<file path="src/crbt_pkg.sv">
// Package for the circle and spoke raster generator.
// Holds field widths, reset values, register indexes, walk phases and shared structs.
// No dependencies.
`timescale 1ns / 1ps

package crbt_pkg;

    localparam int CX_W        = 11;
    localparam int R_W         = 9;
    localparam int BAND_W      = 16;
    localparam int COEF_W      = 16;
    localparam int OFS_W       = 12;
    localparam int PT_W        = 12;
    localparam int SCAN_W      = R_W + 1;
    localparam int SQ_W        = 2 * R_W;
    localparam int DIFF_W      = SQ_W + 2;
    localparam int CFG_IDX_W   = 3;
    localparam int CFG_DATA_W  = 16;
    localparam int QUEUE_DEPTH = 8;
    localparam int QPTR_W      = $clog2(QUEUE_DEPTH);
    localparam int QCNT_W      = QPTR_W + 1;

    localparam logic [BAND_W-1:0]        BAND_RESET = BAND_W'(125);
    localparam logic signed [COEF_W-1:0] COS_RESET  = COEF_W'(16384);

    typedef enum logic [CFG_IDX_W-1:0] {
        CFG_CENTER_X  = 3'd0,
        CFG_CENTER_Y  = 3'd1,
        CFG_RADIUS    = 3'd2,
        CFG_BAND_HALF = 3'd3,
        CFG_COS_Q     = 3'd4,
        CFG_SIN_Q     = 3'd5,
        CFG_OFFSET_X  = 3'd6,
        CFG_OFFSET_Y  = 3'd7
    } t_cfg_idx;

    typedef enum logic [1:0] {
        PH_CIRCLE = 2'd0,
        PH_HSPOKE = 2'd1,
        PH_VSPOKE = 2'd2,
        PH_IDLE   = 2'd3
    } t_phase;

    typedef struct packed {
        logic signed [CX_W-1:0]   center_x;
        logic signed [CX_W-1:0]   center_y;
        logic [R_W-1:0]           radius;
        logic [BAND_W-1:0]        band_half;
        logic signed [COEF_W-1:0] cos_q;
        logic signed [COEF_W-1:0] sin_q;
        logic signed [OFS_W-1:0]  offset_x;
        logic signed [OFS_W-1:0]  offset_y;
    } t_cfg;

    typedef struct packed {
        logic signed [PT_W-1:0] px;
        logic signed [PT_W-1:0] py;
        logic                   last;
    } t_point;

    typedef struct packed {
        logic   valid;
        t_point data;
    } t_push;

endpackage

</file>
<file path="src/crbt_queue.sv">
// Point queue between the scan front end and the transform back end.
// Register-based FIFO of QUEUE_DEPTH entries; depends on crbt_pkg.
`timescale 1ns / 1ps

module crbt_queue
    import crbt_pkg::*;
(
    input  logic              i_clk,
    input  logic              i_rst_n,
    input  t_push             i_push,
    input  logic              i_pop,
    output t_point            o_data,
    output logic              o_empty,
    output logic [QCNT_W-1:0] o_count
);

    t_point              r_mem [QUEUE_DEPTH];
    logic [QPTR_W-1:0]   r_wr_ptr;
    logic [QPTR_W-1:0]   r_rd_ptr;
    logic [QCNT_W-1:0]   r_count;
    logic [QCNT_W-1:0]   n_count;

    always_comb begin
        n_count = r_count;
        if (i_push.valid && !i_pop) begin
            n_count = r_count + QCNT_W'(1);
        end else if (!i_push.valid && i_pop) begin
            n_count = r_count - QCNT_W'(1);
        end
    end

    always_ff @(posedge i_clk) begin
        if (!i_rst_n) begin
            r_wr_ptr <= '0;
            r_rd_ptr <= '0;
            r_count  <= '0;
        end else begin
            if (i_push.valid) begin
                r_wr_ptr <= r_wr_ptr + QPTR_W'(1);
            end
            if (i_pop) begin
                r_rd_ptr <= r_rd_ptr + QPTR_W'(1);
            end
            r_count <= n_count;
        end
    end

    always_ff @(posedge i_clk) begin
        if (i_push.valid) begin
            r_mem[r_wr_ptr] <= i_push.data;
        end
    end

    assign o_data  = r_mem[r_rd_ptr];
    assign o_empty = (r_count == '0);
    assign o_count = r_count;

endmodule

</file>
<file path="src/crbt_front.sv">
// Scan front end: walk state, candidate squares and band test.
// Accepts one transaction per cycle while queue credit remains; depends on crbt_pkg.
`timescale 1ns / 1ps

module crbt_front
    import crbt_pkg::*;
(
    input  logic              i_clk,
    input  logic              i_rst_n,
    input  t_cfg              i_cfg,
    input  logic              i_valid,
    output logic              o_ready,
    input  logic              i_start_req,
    input  logic [QCNT_W-1:0] i_q_count,
    output t_push             o_push
);

    t_phase                   r_phase;
    logic signed [SCAN_W-1:0] r_scan_x;
    logic signed [SCAN_W-1:0] r_scan_y;

    t_phase                   cur_phase;
    logic signed [SCAN_W-1:0] cur_x;
    logic signed [SCAN_W-1:0] cur_y;
    t_phase                   n_phase;
    logic signed [SCAN_W-1:0] n_scan_x;
    logic signed [SCAN_W-1:0] n_scan_y;
    logic signed [SCAN_W-1:0] rad;
    logic                     fin;
    logic                     accept;
    logic [QCNT_W:0]          credit_used;

    logic                     r_s1_valid;
    logic                     r_s1_circle;
    logic                     r_s1_last;
    logic signed [SCAN_W-1:0] r_s1_dx;
    logic signed [SCAN_W-1:0] r_s1_dy;

    logic                     r_s2_valid;
    logic                     r_s2_circle;
    logic                     r_s2_last;
    logic signed [PT_W-1:0]   r_s2_px;
    logic signed [PT_W-1:0]   r_s2_py;
    logic [SQ_W-1:0]          r_s2_sqx;
    logic [SQ_W-1:0]          r_s2_sqy;
    logic [SQ_W-1:0]          r_s2_sqr;

    logic                     r_s3_valid;
    logic                     r_s3_circle;
    logic                     r_s3_last;
    logic signed [PT_W-1:0]   r_s3_px;
    logic signed [PT_W-1:0]   r_s3_py;
    logic signed [DIFF_W-1:0] r_s3_diff;

    logic signed [2*SCAN_W-1:0] prod_x;
    logic signed [2*SCAN_W-1:0] prod_y;
    logic signed [DIFF_W-1:0]   n_diff;
    logic signed [DIFF_W-1:0]   band_s;
    logic                       in_band;

    assign rad = $signed({1'b0, i_cfg.radius});

    always_comb begin
        cur_phase = r_phase;
        cur_x     = r_scan_x;
        cur_y     = r_scan_y;
        if (i_start_req) begin
            cur_phase = PH_CIRCLE;
            cur_x     = -rad;
            cur_y     = -rad;
        end
        n_phase  = cur_phase;
        n_scan_x = cur_x;
        n_scan_y = cur_y;
        fin      = 1'b0;
        unique case (cur_phase)
            PH_CIRCLE: begin
                if (cur_y < rad) begin
                    n_scan_y = cur_y + SCAN_W'(1);
                end else begin
                    n_scan_y = -rad;
                    if (cur_x < rad) begin
                        n_scan_x = cur_x + SCAN_W'(1);
                    end else begin
                        n_phase  = PH_HSPOKE;
                        n_scan_x = -rad;
                        n_scan_y = '0;
                    end
                end
            end
            PH_HSPOKE: begin
                if (cur_x < rad) begin
                    n_scan_x = cur_x + SCAN_W'(1);
                end else begin
                    n_phase  = PH_VSPOKE;
                    n_scan_x = '0;
                    n_scan_y = -rad;
                end
            end
            PH_VSPOKE: begin
                fin = (cur_y >= rad);
                if (fin) begin
                    n_phase = PH_IDLE;
                end else begin
                    n_scan_y = cur_y + SCAN_W'(1);
                end
            end
            PH_IDLE: begin
                n_phase = PH_IDLE;
            end
        endcase
    end

    // hold input while queued plus in-flight points could fill the queue
    assign credit_used = {1'b0, i_q_count} + (QCNT_W+1)'(r_s1_valid)
                       + (QCNT_W+1)'(r_s2_valid) + (QCNT_W+1)'(r_s3_valid);
    assign o_ready = (credit_used < (QCNT_W+1)'(QUEUE_DEPTH));
    assign accept  = i_valid && o_ready;

    always_ff @(posedge i_clk) begin
        if (!i_rst_n) begin
            r_phase    <= PH_IDLE;
            r_scan_x   <= '0;
            r_scan_y   <= '0;
            r_s1_valid <= 1'b0;
            r_s2_valid <= 1'b0;
            r_s3_valid <= 1'b0;
        end else begin
            if (accept) begin
                r_phase  <= n_phase;
                r_scan_x <= n_scan_x;
                r_scan_y <= n_scan_y;
            end
            r_s1_valid <= accept && (cur_phase != PH_IDLE);
            r_s2_valid <= r_s1_valid;
            r_s3_valid <= r_s2_valid;
        end
    end

    assign prod_x = r_s1_dx * r_s1_dx;
    assign prod_y = r_s1_dy * r_s1_dy;

    always_ff @(posedge i_clk) begin
        r_s1_circle <= (cur_phase == PH_CIRCLE);
        r_s1_last   <= fin;
        r_s1_dx     <= (cur_phase == PH_VSPOKE) ? '0 : cur_x;
        r_s1_dy     <= (cur_phase == PH_HSPOKE) ? '0 : cur_y;

        r_s2_circle <= r_s1_circle;
        r_s2_last   <= r_s1_last;
        r_s2_px     <= PT_W'(i_cfg.center_x) + PT_W'(r_s1_dx);
        r_s2_py     <= PT_W'(i_cfg.center_y) + PT_W'(r_s1_dy);
        r_s2_sqx    <= prod_x[SQ_W-1:0];
        r_s2_sqy    <= prod_y[SQ_W-1:0];
        r_s2_sqr    <= i_cfg.radius * i_cfg.radius;

        r_s3_circle <= r_s2_circle;
        r_s3_last   <= r_s2_last;
        r_s3_px     <= r_s2_px;
        r_s3_py     <= r_s2_py;
        r_s3_diff   <= n_diff;
    end

    assign n_diff  = DIFF_W'(r_s2_sqx) + DIFF_W'(r_s2_sqy) - DIFF_W'(r_s2_sqr);
    assign band_s  = DIFF_W'(i_cfg.band_half);
    assign in_band = (r_s3_diff < band_s) && (r_s3_diff > -band_s);

    assign o_push.valid     = r_s3_valid && (!r_s3_circle || in_band);
    assign o_push.data.px   = r_s3_px;
    assign o_push.data.py   = r_s3_py;
    assign o_push.data.last = r_s3_last;

endmodule

</file>
<file path="src/crbt_back.sv">
// Transform back end: Q-format rotate, truncate toward zero, offset and saturate.
// Three-stage pipeline ending in the output register; depends on crbt_pkg.
`timescale 1ns / 1ps

module crbt_back
    import crbt_pkg::*;
#(
    parameter int COORD_BITS = 12,
    parameter int FRAC_BITS  = 14
) (
    input  logic                         i_clk,
    input  logic                         i_rst_n,
    input  t_cfg                         i_cfg,
    input  logic                         i_q_empty,
    input  t_point                       i_q_data,
    output logic                         o_q_pop,
    output logic                         o_valid,
    input  logic                         i_ready,
    output logic signed [COORD_BITS-1:0] o_pixel_x,
    output logic signed [COORD_BITS-1:0] o_pixel_y,
    output logic                         o_last
);

    localparam int PROD_W = PT_W + COEF_W;
    localparam int SUM_W  = PROD_W + 1;
    localparam int T_W    = SUM_W + 1;
    localparam logic signed [T_W-1:0] SAT_HI = T_W'((1 << (COORD_BITS - 1)) - 1);
    localparam logic signed [T_W-1:0] SAT_LO = -SAT_HI - T_W'(1);

    logic                       en;

    logic                       r_m_valid;
    logic                       r_m_last;
    logic signed [PROD_W-1:0]   r_m_xc;
    logic signed [PROD_W-1:0]   r_m_ys;
    logic signed [PROD_W-1:0]   r_m_xs;
    logic signed [PROD_W-1:0]   r_m_yc;

    logic                       r_a_valid;
    logic                       r_a_last;
    logic signed [SUM_W-1:0]    r_a_sx;
    logic signed [SUM_W-1:0]    r_a_sy;

    logic                       r_o_valid;
    logic                       r_o_last;
    logic signed [COORD_BITS-1:0] r_o_x;
    logic signed [COORD_BITS-1:0] r_o_y;

    logic signed [COORD_BITS-1:0] n_o_x;
    logic signed [COORD_BITS-1:0] n_o_y;

    function automatic logic signed [COORD_BITS-1:0] to_coord(
        input logic signed [SUM_W-1:0]  s,
        input logic signed [OFS_W-1:0]  ofs
    );
        logic signed [SUM_W-1:0] q;
        logic signed [T_W-1:0]   cin;
        logic signed [T_W-1:0]   t;
        logic signed [T_W-1:0]   r;
        q   = s >>> FRAC_BITS;
        cin = {{(T_W-1){1'b0}}, (s[SUM_W-1] && (s[FRAC_BITS-1:0] != '0))};
        t   = T_W'(q) + T_W'(ofs) + cin;
        if (t > SAT_HI) begin
            r = SAT_HI;
        end else if (t < SAT_LO) begin
            r = SAT_LO;
        end else begin
            r = t;
        end
        return r[COORD_BITS-1:0];
    endfunction

    assign en      = !r_o_valid || i_ready;
    assign o_q_pop = en && !i_q_empty;

    always_ff @(posedge i_clk) begin
        if (!i_rst_n) begin
            r_m_valid <= 1'b0;
            r_a_valid <= 1'b0;
            r_o_valid <= 1'b0;
        end else if (en) begin
            r_m_valid <= !i_q_empty;
            r_a_valid <= r_m_valid;
            r_o_valid <= r_a_valid;
        end
    end

    assign n_o_x = to_coord(r_a_sx, i_cfg.offset_x);
    assign n_o_y = to_coord(r_a_sy, i_cfg.offset_y);

    always_ff @(posedge i_clk) begin
        if (en) begin
            r_m_last <= i_q_data.last;
            r_m_xc   <= i_q_data.px * i_cfg.cos_q;
            r_m_ys   <= i_q_data.py * i_cfg.sin_q;
            r_m_xs   <= i_q_data.px * i_cfg.sin_q;
            r_m_yc   <= i_q_data.py * i_cfg.cos_q;

            r_a_last <= r_m_last;
            r_a_sx   <= SUM_W'(r_m_xc) - SUM_W'(r_m_ys);
            r_a_sy   <= SUM_W'(r_m_xs) + SUM_W'(r_m_yc);

            r_o_last <= r_a_last;
            r_o_x    <= n_o_x;
            r_o_y    <= n_o_y;
        end
    end

    assign o_valid   = r_o_valid;
    assign o_pixel_x = r_o_x;
    assign o_pixel_y = r_o_y;
    assign o_last    = r_o_last;

endmodule

</file>
<file path="src/circle_band_raster_transform.sv">
// Top level of the circle and spoke raster generator with rotate and translate.
// Holds the configuration registers; instantiates crbt_front, crbt_queue, crbt_back.
//
//  Channel   Signals                               Direction
//  input     i_valid / o_ready, i_start_req        in
//  result    o_valid / i_ready, o_pixel_*, o_last  out
//  config    i_cfg_we, i_cfg_idx, i_cfg_data       in, write only
//
// One transaction per cycle in and out while both sides keep flowing.
// A result passes the front-end stages, the point queue and the transform stages
// before it is presented at the outputs. The input stalls once queued and in-flight
// points reach eight; output stalls hold the transform pipeline, and the front end
// stalls in turn once its queue credit runs out. Reset is synchronous; no clearing pass.
`timescale 1ns / 1ps

module circle_band_raster_transform
    import crbt_pkg::*;
#(
    parameter int COORD_BITS = 12,
    parameter int FRAC_BITS  = 14
) (
    input  logic                         i_clk,
    input  logic                         i_rst_n,
    input  logic                         i_valid,
    output logic                         o_ready,
    input  logic                         i_start_req,
    output logic                         o_valid,
    input  logic                         i_ready,
    output logic signed [COORD_BITS-1:0] o_pixel_x,
    output logic signed [COORD_BITS-1:0] o_pixel_y,
    output logic                         o_last,
    input  logic                         i_cfg_we,
    input  logic [CFG_IDX_W-1:0]         i_cfg_idx,
    input  logic [CFG_DATA_W-1:0]        i_cfg_data
);

    t_cfg              r_cfg;
    t_push             q_push;
    logic              q_pop;
    t_point            q_data;
    logic              q_empty;
    logic [QCNT_W-1:0] q_count;

    always_ff @(posedge i_clk) begin
        if (!i_rst_n) begin
            r_cfg.center_x  <= '0;
            r_cfg.center_y  <= '0;
            r_cfg.radius    <= '0;
            r_cfg.band_half <= BAND_RESET;
            r_cfg.cos_q     <= COS_RESET;
            r_cfg.sin_q     <= '0;
            r_cfg.offset_x  <= '0;
            r_cfg.offset_y  <= '0;
        end else if (i_cfg_we) begin
            unique case (t_cfg_idx'(i_cfg_idx))
                CFG_CENTER_X:  r_cfg.center_x  <= i_cfg_data[CX_W-1:0];
                CFG_CENTER_Y:  r_cfg.center_y  <= i_cfg_data[CX_W-1:0];
                CFG_RADIUS:    r_cfg.radius    <= i_cfg_data[R_W-1:0];
                CFG_BAND_HALF: r_cfg.band_half <= i_cfg_data[BAND_W-1:0];
                CFG_COS_Q:     r_cfg.cos_q     <= i_cfg_data[COEF_W-1:0];
                CFG_SIN_Q:     r_cfg.sin_q     <= i_cfg_data[COEF_W-1:0];
                CFG_OFFSET_X:  r_cfg.offset_x  <= i_cfg_data[OFS_W-1:0];
                CFG_OFFSET_Y:  r_cfg.offset_y  <= i_cfg_data[OFS_W-1:0];
            endcase
        end
    end

    crbt_front u_front (
        .i_clk       (i_clk),
        .i_rst_n     (i_rst_n),
        .i_cfg       (r_cfg),
        .i_valid     (i_valid),
        .o_ready     (o_ready),
        .i_start_req (i_start_req),
        .i_q_count   (q_count),
        .o_push      (q_push)
    );

    crbt_queue u_queue (
        .i_clk   (i_clk),
        .i_rst_n (i_rst_n),
        .i_push  (q_push),
        .i_pop   (q_pop),
        .o_data  (q_data),
        .o_empty (q_empty),
        .o_count (q_count)
    );

    crbt_back #(
        .COORD_BITS (COORD_BITS),
        .FRAC_BITS  (FRAC_BITS)
    ) u_back (
        .i_clk     (i_clk),
        .i_rst_n   (i_rst_n),
        .i_cfg     (r_cfg),
        .i_q_empty (q_empty),
        .i_q_data  (q_data),
        .o_q_pop   (q_pop),
        .o_valid   (o_valid),
        .i_ready   (i_ready),
        .o_pixel_x (o_pixel_x),
        .o_pixel_y (o_pixel_y),
        .o_last    (o_last)
    );

    a_queue_no_overflow: assert property (@(posedge i_clk) disable iff (!i_rst_n)
        (q_push.valid && !q_pop) |-> (q_count < QCNT_W'(QUEUE_DEPTH)))
        else $error("point queue overflow");

    a_queue_no_underflow: assert property (@(posedge i_clk) disable iff (!i_rst_n)
        q_pop |-> !q_empty)
        else $error("point queue popped while empty");

    a_ready_needs_room: assert property (@(posedge i_clk) disable iff (!i_rst_n)
        (q_count == QCNT_W'(QUEUE_DEPTH)) |-> !o_ready)
        else $error("input ready with full point queue");

endmodule

</file>
<file path="config.mk">
export PLATFORM = sky130hd
export DESIGN_NAME = circle_band_raster_transform
export DESIGN_NICKNAME = d
export VERILOG_FILES = /design/src/crbt_pkg.sv /design/src/crbt_queue.sv /design/src/crbt_front.sv /design/src/crbt_back.sv /design/src/circle_band_raster_transform.sv
export SDC_FILE = /design/constraint.sdc
export NUM_CORES = 2
export LEC_CHECK = 0
export ABC_AREA = 1
export BUFFER_PORTS_ARGS = -buffer_cell sky130_fd_sc_hd__clkbuf_2
export CORE_UTILIZATION = 55
export DETAILED_ROUTE_END_ITERATION = 10
export PLACE_DENSITY = 0.69
export SLEW_MARGIN = 20
export SYNTH_ARGS = -nofsm -noshare
export SYNTH_HDL_FRONTEND = slang
export SYNTH_SLANG_ARGS = --single-unit
</file>
<file path="constraint.sdc">
create_clock -name i_clk -period 18.1 [get_ports i_clk]
set_clock_uncertainty 0.05 [all_clocks]
set_input_delay 2.715 -clock i_clk [delete_from_list [all_inputs] [get_ports i_clk]]
set_output_delay 2.715 -clock i_clk [all_outputs]
set_load 0.005 [all_outputs]
</file>
==> out/results.ini <==
[run_status]
outcome = completed

[clocking]
root_buffer = clkbuf_16
path_clk_slew_ns = 0.06
cts_buffer_depth = 3
post_cts_resized = 0
cts.sinks = 686
tritoncts = yes
clock_latency_ns = 0.73
h-tree-depth = 3
cts_hold_buf = 0
postCtsSetupBuffers = 0
cts_buffers = 80

[synthesis]
synth_top_area_share_pct = 26.8
synth_common_cells = inv_1, nand2_1, fa_1
synth_cells = 7486
synth_edf_count = 397
synth_top_area_cell = fa_1
synthFlopType = edfxtp_1
yosysMostFrequentCell = inv_1
synth.distinct_cells = 53
netlist_area_mm2 = 0.0671
synthSimpleGateAreaFrac_pct = 13.4
ys_warn_count = 0
yosys_register_bits = 686
synth_compound_area_share_pct = 7.58
synthArstFlopShare_pct = 0
synth_mux_area_share_pct = 0.716
synth_top_family_by_area = adder cells
yosys.area_share.xor_xnor_pct = 4.35
synth_nets = 8975
synth-adder-area-share_pct = 37.4
yosysSeqAreaShare_pct = 26.4
synth_area_leaders = fa_1, edfxtp_1, ha_1
synth.avg_cell_area_um2 = 8.96

[power_and_ir_drop]
ir_drop_mv = 0.198
power_per_cell_area_mw_per_mm2 = 175
leakage_nw = 34.9

[floorplanning]
ios = 52
core_mm2 = 0.120
die_x_um = 351
die_area_mm2 = 0.123
die_y_um = 351
start_util_pct = 55.7
num_rows = 127

[timing]
hold_viol = 0
period_share_pct = 49.5
worstMarginPinSlew_ns = 1.20
slew_headroom_pct = 20.2
rsz0062_at_grt = no
fmax_ghz = 0.112
post-route-min-period_ns = 8.96
setup-violations-final = 0
slew_viol_final = 0
fin_setup_tns_ns = 0

[route]
vias_per_cell = 5.56
drc_errors = 0
postRouteAntennaNets = 0
drt-total-wl_mm = 181
wl_per_cell_um = 19.8
vias = 50712
firstDrtPassIters = 7
dr.first_iter.drc_count = 4600

[cells_and_area]
final_area_mm2 = 0.0717
drive_gt1_share_pct = 3.88
syn_to_final_growth_pct = 6.82
fin_nets = 8925
n_fill_cell = 10596

[setup_path]
path_class = reg2reg
start_kind = register
rrSetupSlack_ns = 9.14
crit_fanout = 52
worstSetupEndpointType = register
crit_arrival_ns = 9.39
rr_worst_depth = 24
cp.required_ns = 18.52
reg2reg_to = u_back.r_m_xs[27]$_DFFE_PP_

[placed_design]
hpwl_mm = 133
postPlaceCellArea_mm2 = 0.0688
io_buffers = 51
place.gp.congestion = 0.953

[grt]
grt_pass1_wl_mm = 284
track_usage_pct = 30.3
overflow = 0
antenna_found_initial = 11
grt_pass1_vias = 51400
grt_max_degree = 84

[run]
max_cap_viol_count = 0

[min_path]
hold_path_end = u_front.r_s3_px[2]$_DFF_P_
hold_class = reg2reg
hp-start = u_front.r_s2_px[2]$_DFF_P_
hold-path-cell-count = 0

-- routing by layer --
metal	wire length, um	part of all wire [%]	global-route usage (%)
met3	17000	9.4	7.32
met2	82100	45	47.8
met1	69800	39	37.8
met5	61	0.034	0
met4	11600	6.4	17.8
-- state kept, by name, indices dropped and copies added (netlist names), 28 cells and up, named ones only --
| name | count |
|---|---|
| u_back.r_m_yc | 28 |
| u_back.r_m_xs | 28 |
| r_cfg | 103 |
| u_back.r_m_ys | 28 |
| u_queue.r_mem | 200 |
| u_back.r_m_xc | 28 |
| u_back.r_a_sy | 29 |
| u_back.r_a_sx | 29 |
-- cells by family after synthesis --
family                     after synthesis
AOI/OAI and AO/OA                      910
xor gates and xnor gates               333
adders and majority gates             1464
buffers and inverters                 1794
DFF                                    686
muxes                                   48
and+or+nand+nor                       2251
-- worst max-delay path by stage --
stage / startpoint / end / cells past startpoint
global route: register / u_back.r_m_xc[23]$_DFFE_PP_ / 23
CTS: register / u_back.r_m_xs[27]$_DFFE_PP_ / 24
floorplan: i_ready / u_back.o_last$_DFFE_PP_ / 2
global placement: register / u_back.r_m_xs[27]$_DFFE_PP_ / 24
detailed placement: register / u_back.r_m_xs[27]$_DFFE_PP_ / 24
finish: register / u_back.r_m_xs[27]$_DFFE_PP_ / 24
-- power breakdown --
part	switching [mW]	leakage [nW]	internal (mW)	total, mW
combinational	5.28	27.2	2.93	8.21
clock	0.735	1.37	1.02	1.76
sequential	0.260	6.33	2.34	2.60
-- final cells by class --
type / count / area, um2 / share of cell area, %
Multi-Input combinational cell: 5006 / 42600 / 59.4
Sequential cell: 686 / 17700 / 24.7
Inverter: 1564 / 5880 / 8.20
Clock buffer: 103 / 2160 / 3.01
Tap cell: 1612 / 2020 / 2.81
Clock inverter: 46 / 717 / 1.00
Timing Repair Buffer: 98 / 611 / 0.852
Antenna cell: 7 / 17.5 / 0.0244
-- stage by stage --
stage          std cells  setup slack [ns]  util [%]  hold WS, ns  power [mW]
2_1_floorplan       7486             10.88         -        0.260        8.54
3_3_place_gp        8966              9.68      57.1        0.261        10.6
3_5_place_dp        8966              9.59      57.1        0.262        10.7
4_1_cts             9115              9.51      59.5        0.273        12.5
5_1_grt             9118              8.81      59.5        0.275        13.7
6_report            9122              9.14      59.5        0.275        12.6
-- critical path: stages, from the launching register on --
cell and delay, ns:
dfxtp_4 0.71, clkinv_1 0.16, buf_4 0.36, nor2_1 0.17, o221ai_1 0.13, nand2_1 0.76
clkinv_1 1.24, nand2_1 0.39, fa_1 0.44, inv_1 0.09, fa_1 0.45, fa_1 0.52
fa_1 0.49, inv_1 0.05, fa_1 0.47, inv_1 0.04, ha_1 0.35, nand2_1 0.14
nor4_1 0.65, nand4_1 0.32, nand3_1 0.26, a21oi_1 0.09, nor2_1 0.10, nor2_1 0.06
xor2_1 0.15
-- cells in the final DEF, fill, tap and decap left out, drive strengths merged, types with 205 or more instances in the layout --
cell type  netlist  routed
a21oi          387     387
dfxtp          289     289
edfxtp         397     397
fa             900     900
ha             564     564
inv           1538    1543
nand2         1280    1280
nor2           711     711
o21ai          352     352
xor2           205     205
(Power assumes the default switching activity.)
